$ cat config.mk
export PLATFORM = sky130hd
export DESIGN_NAME = pcrld_ctrl
export DESIGN_NICKNAME = d
export VERILOG_FILES = /design/src/rtl/pcrld_pkg.sv /design/src/rtl/pcrld_ctrl.sv
export SDC_FILE = /design/constraint.sdc
export NUM_CORES = 1
export LEC_CHECK = 0
export BUFFER_PORTS_ARGS = -buffer_cell sky130_fd_sc_hd__buf_4
export CORE_MARGIN = 5
export CORE_UTILIZATION = 50
export DETAILED_ROUTE_END_ITERATION = 10
export GPL_TIMING_DRIVEN = 0
export MAX_ROUTING_LAYER = met4
export PLACE_DENSITY = 0.71
export SLEW_MARGIN = 0
export SYNTH_ARGS = -nofsm -noshare
export SYNTH_HDL_FRONTEND = slang
export SYNTH_SLANG_ARGS = --single-unit
$ cat constraint.sdc
create_clock -name clk_i -period 5.4 [get_ports clk_i]
set_input_delay 0.27 -clock clk_i [delete_from_list [all_inputs] [get_ports clk_i]]
set_output_delay 0.27 -clock clk_i [all_outputs]
set_load 0.1 [all_outputs]
$ cat src/rtl/pcrld_pkg.sv
// Shared types and constants for the palette couple run line decoder.
// No dependencies; used by the top level, pcrld_ctrl and the testbench.
`default_nettype none

package pcrld_pkg;

  localparam int LinePixelsDef = 1024;
  localparam int CoupleBitsDef = 32;

  localparam int PalDepth  = 256;
  localparam int PalAw     = 8;
  localparam int PosW      = 11;
  localparam int LenW      = 8;
  localparam int AddrW     = 9;
  localparam int ColorW    = 32;
  localparam int InDataW   = 72;
  localparam int OutDataW  = 56;

  typedef enum logic [1:0] {
    OP_LOAD  = 2'd0,
    OP_START = 2'd1,
    OP_DATA  = 2'd2,
    OP_NONE  = 2'd3
  } op_e;

  typedef struct packed {
    logic            valid;
    logic [PosW-1:0] pos;
    logic [LenW-1:0] len;
    logic            use_color;
    logic            done;
  } res_t;

endpackage

`default_nettype wire

$ cat src/rtl/pcrld_ctrl.sv
// Token decoder: line phase, position and counters, one decision per item.
// Depends on pcrld_pkg.
`default_nettype none

module pcrld_ctrl (
  input  wire logic                        clk_i,
  input  wire logic                        rst_ni,
  input  wire logic                        item_en_i,
  input  wire pcrld_pkg::op_e              opcode_i,
  input  wire logic [9:0]                  start_x_i,
  input  wire logic [10:0]                 line_width_i,
  input  wire logic [7:0]                  data_byte_i,
  output pcrld_pkg::res_t                  res_o
);

  typedef enum logic [3:0] {
    PH_IDLE  = 4'b0001,
    PH_COUNT = 4'b0010,
    PH_FILL  = 4'b0100,
    PH_LIT   = 4'b1000
  } phase_e;

  phase_e                          phase_q, phase_d;
  logic [pcrld_pkg::PosW-1:0]      pos_q, pos_d;
  logic [pcrld_pkg::PosW-1:0]      end_q, end_d;
  logic [6:0]                      lit_q, lit_d;
  logic [pcrld_pkg::LenW-1:0]      run_q, run_d;

  logic [pcrld_pkg::PosW-1:0]      start_pos;
  logic [pcrld_pkg::PosW-1:0]      start_end;
  logic [pcrld_pkg::PosW-1:0]      fill_pos;
  logic [pcrld_pkg::PosW-1:0]      lit_pos;
  logic [6:0]                      lit_dec;
  logic                            fill_ends;
  logic                            lit_ends;

  assign start_pos = {2'b00, start_x_i[9:1]};
  assign start_end = start_pos + {1'b0, line_width_i[10:1]};
  assign fill_pos  = pos_q + {3'b000, run_q};
  assign lit_pos   = pos_q + 11'd1;
  assign lit_dec   = lit_q - 7'd1;
  assign fill_ends = (fill_pos >= end_q);
  assign lit_ends  = (lit_dec == 7'd0) && (lit_pos >= end_q);

  always_comb begin
    phase_d = phase_q;
    pos_d   = pos_q;
    end_d   = end_q;
    lit_d   = lit_q;
    run_d   = run_q;
    res_o   = '0;
    if (item_en_i) begin
      case (opcode_i)
        pcrld_pkg::OP_START: begin
          pos_d = start_pos;
          end_d = start_end;
          lit_d = '0;
          run_d = '0;
          if (start_pos >= start_end) begin
            phase_d     = PH_IDLE;
            res_o.valid = 1'b1;
            res_o.pos   = start_pos;
            res_o.done  = 1'b1;
          end else begin
            phase_d = PH_COUNT;
          end
        end
        pcrld_pkg::OP_DATA: begin
          case (phase_q)
            PH_COUNT: begin
              if (data_byte_i[7]) begin
                run_d   = ~data_byte_i + 8'd1;
                phase_d = PH_FILL;
              end else if (data_byte_i != 8'd0) begin
                lit_d   = data_byte_i[6:0];
                phase_d = PH_LIT;
              end
            end
            PH_FILL: begin
              pos_d   = fill_pos;
              phase_d = fill_ends ? PH_IDLE : PH_COUNT;
              if (data_byte_i == 8'd0) begin
                if (fill_ends) begin
                  res_o.valid = 1'b1;
                  res_o.pos   = fill_pos;
                  res_o.done  = 1'b1;
                end
              end else begin
                res_o.valid     = 1'b1;
                res_o.pos       = pos_q;
                res_o.len       = run_q;
                res_o.use_color = 1'b1;
                res_o.done      = fill_ends;
              end
            end
            PH_LIT: begin
              pos_d = lit_pos;
              lit_d = lit_dec;
              if (lit_dec == 7'd0) begin
                phase_d = lit_ends ? PH_IDLE : PH_COUNT;
              end
              if (data_byte_i == 8'd0) begin
                if (lit_ends) begin
                  res_o.valid = 1'b1;
                  res_o.pos   = lit_pos;
                  res_o.done  = 1'b1;
                end
              end else begin
                res_o.valid     = 1'b1;
                res_o.pos       = pos_q;
                res_o.len       = 8'd1;
                res_o.use_color = 1'b1;
                res_o.done      = lit_ends;
              end
            end
            default: begin
              phase_d = phase_q;
            end
          endcase
        end
        default: begin
          phase_d = phase_q;
        end
      endcase
    end
  end

  always_ff @(posedge clk_i or negedge rst_ni) begin
    if (!rst_ni) begin
      phase_q <= PH_IDLE;
      pos_q   <= '0;
      end_q   <= '0;
      lit_q   <= '0;
      run_q   <= '0;
    end else begin
      phase_q <= phase_d;
      pos_q   <= pos_d;
      end_q   <= end_d;
      lit_q   <= lit_d;
      run_q   <= run_d;
    end
  end

endmodule

`default_nettype wire

# After elaboration in Yosys (flattened, before gate mapping)
# Index checks and enable logic that the tools add are counted.
# totals
memories	0
ff_bits	41
mem_bits_rw	0
in_bits	34
rom_bits	0
latchBits	0
wordCells	72
out_inout_bits	22
# classes
order_cmp	3
n_eq_ne	14
n_bitwise	1
addsub	5
reduce_logical	10
muxes	34
shifts	0
n_div	0
mul	0
# ops
cell	count
12-bit two-way mux	5
11-bit one-hot mux with 2 select lines	2
22-bit one-hot mux with 2 select lines	1
7-bit one-hot mux with 2 select lines	2
12-bit one-hot mux with 2 select lines	1
11-bit greater-or-equal comparator	2
22-bit two-way mux	1
9-bit two-way mux	2
8-bit two-way mux	2
8-bit one-hot mux with 2 select lines	1
7-bit two-way mux	2
4-bit two-way mux	3
4-bit one-hot mux with 3 select lines	1
11-bit by 1-bit adder with 11-bit output, second input constant	1
11-bit by 8-bit adder with 11-bit output	1
9-bit by 10-bit adder with 11-bit output	1
9-bit by 11-bit greater-or-equal comparator with 1-bit output	1
5-bit AND reduction	2
3-bit != test, second input constant	3
8-bit by 1-bit adder with 8-bit output, second input constant	1
8-bit zero test	1
2-bit two-way mux	4
8-bit inverter	1
4-bit one-hot mux with 2 select lines	1
20 further kinds	25

# Logic depth before layout (Yosys ltp)
# depth
ltp_word	8
ltp_mapped	15
mapped_depth_nobuf	15

# Worst setup path after synthesis
# No wires, ideal clock.
# synth_path
path_kind	register -> output
start	reg pos_q[0] (netlist name)
end	out res_o[20] (netlist name)
arrival_ns	4.985
path_stages_with_launch	15
slack_ns	0.145
required_ns	5.130
path_buffers	0
path_cell_list	dfrtp_1 ha_1 fa_1 a21o_1 a221oi_1 a21oi_1 nand3_1 xnor2_1 ha_1 o211a_1 a211oi_1 nor3_1 o21a_1 a221oi_1 nor3_1
# synth_rtl
element	line_no	text
from (decl)	pcrld_ctrl.sv:24	logic [pcrld_pkg::PosW-1:0] pos_q, pos_d;
from (signal assigned)	pcrld_ctrl.sv:137	pos_q <= pos_d;
to (decl)	pcrld_ctrl.sv:13	output pcrld_pkg::res_t res_o

==> results.cfg <==
[timing]
setup_viol = 0
tns_ns = 0
min_period_ns = 5.00
final_max_slew_viol_count = 0
max_freq_mhz = 200
period_share = 0.926
rsz0062_at_grt = no
finalHoldViolCount = 0
max_slew_margin = 0.449
fin_skew_ns = 0.00965
worstMarginPinSlew_ns = 0.820
worst_slack_ns = 0.400

[power]
leakage_uw = 0.00227
finalPower_uw = 1350
ir_worst_vdd_uv = 124
p_per_area_nw_per_um2 = 273

[global_routing]
grt_antenna_before_repair = 0
grt_max_degree = 42
grt_pass1_wl_mm = 20.8
grt.total_usage = 0.257
grt_overflow = 0
grt_pass1_vias = 4040

[clock_tree]
cts_setup_buffers = 0
cts-root-buf = clkbuf_8
cts_tree = built
numCtsBuffers = 5
clock_sinks = 41
path_clk_slew_ns = 0.09
cts_buffer_depth = 2
clock_latency_ns = 0.30
htreeDepth = 2

[job]
max-cap-violations = 0

[worst_setup_path]
cpLargestDelayFamily = compound AO/OA/AOI/OAI gates
cp-end-kind = output pin
cp_data_arrival_time_ns = 4.73
path_max_fanout = 10
cpMostUsedCell = ha_1
critical_path_class = reg2out
critPathRequiredTime_ns = 5.13
cp-start-kind = flip-flop
worstPathCellList = ha_1 > fa_1 > a21o_1 > a221oi_2 > a21oi_1 > nand3_1 > xnor2_1 > ha_1 > a2111o_1 > nor2_1 > nor3_1 > o21a_1 > clkbuf_1 > a221oi_1 > o2bb2ai_1 > buf_4
critPathMaxStageDelay_ns = 0.46
crit_slowest_cell = a2111o_1
cp_num_buf_inv = 2

[synth]
synth-edff-count = 0
synth.distinct_cells = 65
async_reset_ff_frac = 1.00
synth_ff_type = dfrtp_1
synthesis.nets = 621
seq_area_frac_synth = 0.240
syn-instance-count = 531
yosysWarnings = 0
synth.cell_area_um2 = 4280
syn_avg_cell_area_um2 = 8.06
synth_seq_cells = 41

[drt]
drt-wirelength-per-cell_um = 18.4
post_drt_via_cell_ratio = 6.03
drt_drc_violations_left = 0
drt-total-wl_mm = 12.8
num_vias = 4211
drtIter0Drc = 315
drtPass1Iterations = 5
ant_nets = 0

[placement]
hpwl_mm = 10.1
gp_congestion = 0.975
pre_cts_slack_ns = 0.613
dp_cells = 689
port_buffers = 53

[min_path]
hold_class = in2reg

[layout]
drive_gt1_frac = 0.126
fin_nets = 682
area_delta_synth_final_pct = 15.5
diodes = 0
finalNonFillerCells = 698

[floorplan]
die_x_um = 103
chipHeight_um = 103
placement_rows = 33
start_util = 0.516
ios = 56
core_area_um2 = 8300
die_area_um2 = 10500

[status]
outcome = finished clean
[cells in the mapped netlist (3+ instances only)]
library cell,count,area share
o21bai_1,5,0.0088
o21ai_0,55,0.064
a221oi_1,10,0.020
o31ai_1,4,0.0070
a21o_1,12,0.021
a21oi_1,40,0.047
dfrtp_1,40,0.23
nor2b_1,7,0.010
xnor2_1,16,0.033
nand2_1,53,0.046
o21ai_1,3,0.0035
nor2_1,38,0.033
and2_1,9,0.013
or3_1,3,0.0044
xor2_1,14,0.029
mux2i_1,4,0.0094
nand2b_1,6,0.0088
nand3_1,13,0.015
and3_1,7,0.010
nor3b_1,5,0.0088
clkbuf_1,15,0.013
o21a_1,5,0.0088
a211oi_1,8,0.014
inv_1,24,0.021
o2bb2ai_1,7,0.014
nand4_1,4,0.0058
ha_1,54,0.16
nor3_1,14,0.016
o211ai_1,5,0.0088
a22o_1,4,0.0082
nor4_1,4,0.0058
[tightest hold or removal path, cell delays in order]
cell     delay, ns
buf_4         0.13
nand2_1       0.06
o21ai_0       0.07
[logic make-up after synthesis]
| group | after synthesis | synth area share |
|---|---|---|
| adder cells (fa/ha/maj) | 56 | 0.167 |
| AND/OR/NAND/NOR | 176 | 0.206 |
| AO/OA/AOI/OAI | 178 | 0.269 |
| XOR/XNOR | 30 | 0.0614 |
| flip-flops | 41 | 0.240 |
| multiplexers | 7 | 0.0172 |
| buffers and inverters | 43 | 0.0389 |
[final timing paths]
kind	from	endpoint	slack (ns)	depth (start not counted)
worst max-delay path	pos_q[0]	res_o[15]	0.40	16
worst min-delay path	data_byte_i[0]	run_q[0]	0.28	3
worst max register to register	pos_q[0]	phase_q[0]	1.24	15
worst min register to register	end_q[6]	end_q[6]	0.49	2
max in group asynchronous	rst_ni	run_q[0]	4.50	2
min in group asynchronous	rst_ni	phase_q[2]	0.50	2
[sequential cells by signal, indices dropped and copies added, names as in the netlist]
name	count
phase_q	4
end_q	11
pos_q	11
lit_q	7
run_q	8
[power breakdown]
part           leakage (µW)  switching, µW  internal [µW]
registers          0.000531           62.0            363
clock network     0.0000585            117            151
logic               0.00168            389            268
total               0.00227            569            782
[per-layer routing]
| layer | routed length, µm | part of all wire | vias to the layer above | GRT usage |
|---|---|---|---|---|
| met4 | 279 | 0.022 | 0 | 0.0626 |
| li1 | - | - | 2073 | - |
| met2 | 5500 | 0.43 | 136 | 0.375 |
| met5 | 0 | 0 | - | - |
| met1 | 6340 | 0.49 | 1981 | 0.379 |
| met3 | 703 | 0.055 | 21 | 0.0318 |
[metrics by stage]
step	hold slack [ns]	utilization	area, µm²
CTS	0.273	0.595	4940
finish	0.280	0.596	4940
global route	0.286	0.596	4940
global placement	0.301	0.580	4810
detailed placement	0.304	0.580	4810
floorplan	-0.0256	-	4280
[layout by cell type (no fill, tap or decap), drive strengths merged, types with 5 or more instances in the layout]
master,Yosys,layout
xnor2,16,16
nand2,53,53
o21bai,5,5
a21o,12,12
dfrtp,40,40
nor2b,7,7
and3,8,8
nor3b,5,5
buf,4,57
o31ai,5,5
o211ai,5,5
nor3,16,16
a21oi,40,40
o2bb2ai,7,7
o21a,5,5
xor2,14,14
a221oi,10,10
clkbuf,15,22
nand2b,6,6
o21ai,58,58
and2,9,9
nor4,5,5
nor2,39,39
inv,24,24
nand3,13,13
ha,54,54
a211oi,8,8
[cell type report]
type | count | area (µm²)
flip-flops and latches | 41 | 1030
repair buffers | 54 | 408
well taps | 105 | 131
plain buffers | 19 | 76.3
fillers | 788 | 3360
multi-input cells | 447 | 3090
clock buffers | 7 | 86.3
inverters | 24 | 90.1
clock inverters | 1 | 30.0
[repair_timing]
item,in CTS,in global routing
gates resized for setup,0,1
setup endpoints to repair,0,6
hold endpoints to repair,40,0
hold buffers,1,0
No activity file was read; power rests on OpenSTA's default activity.
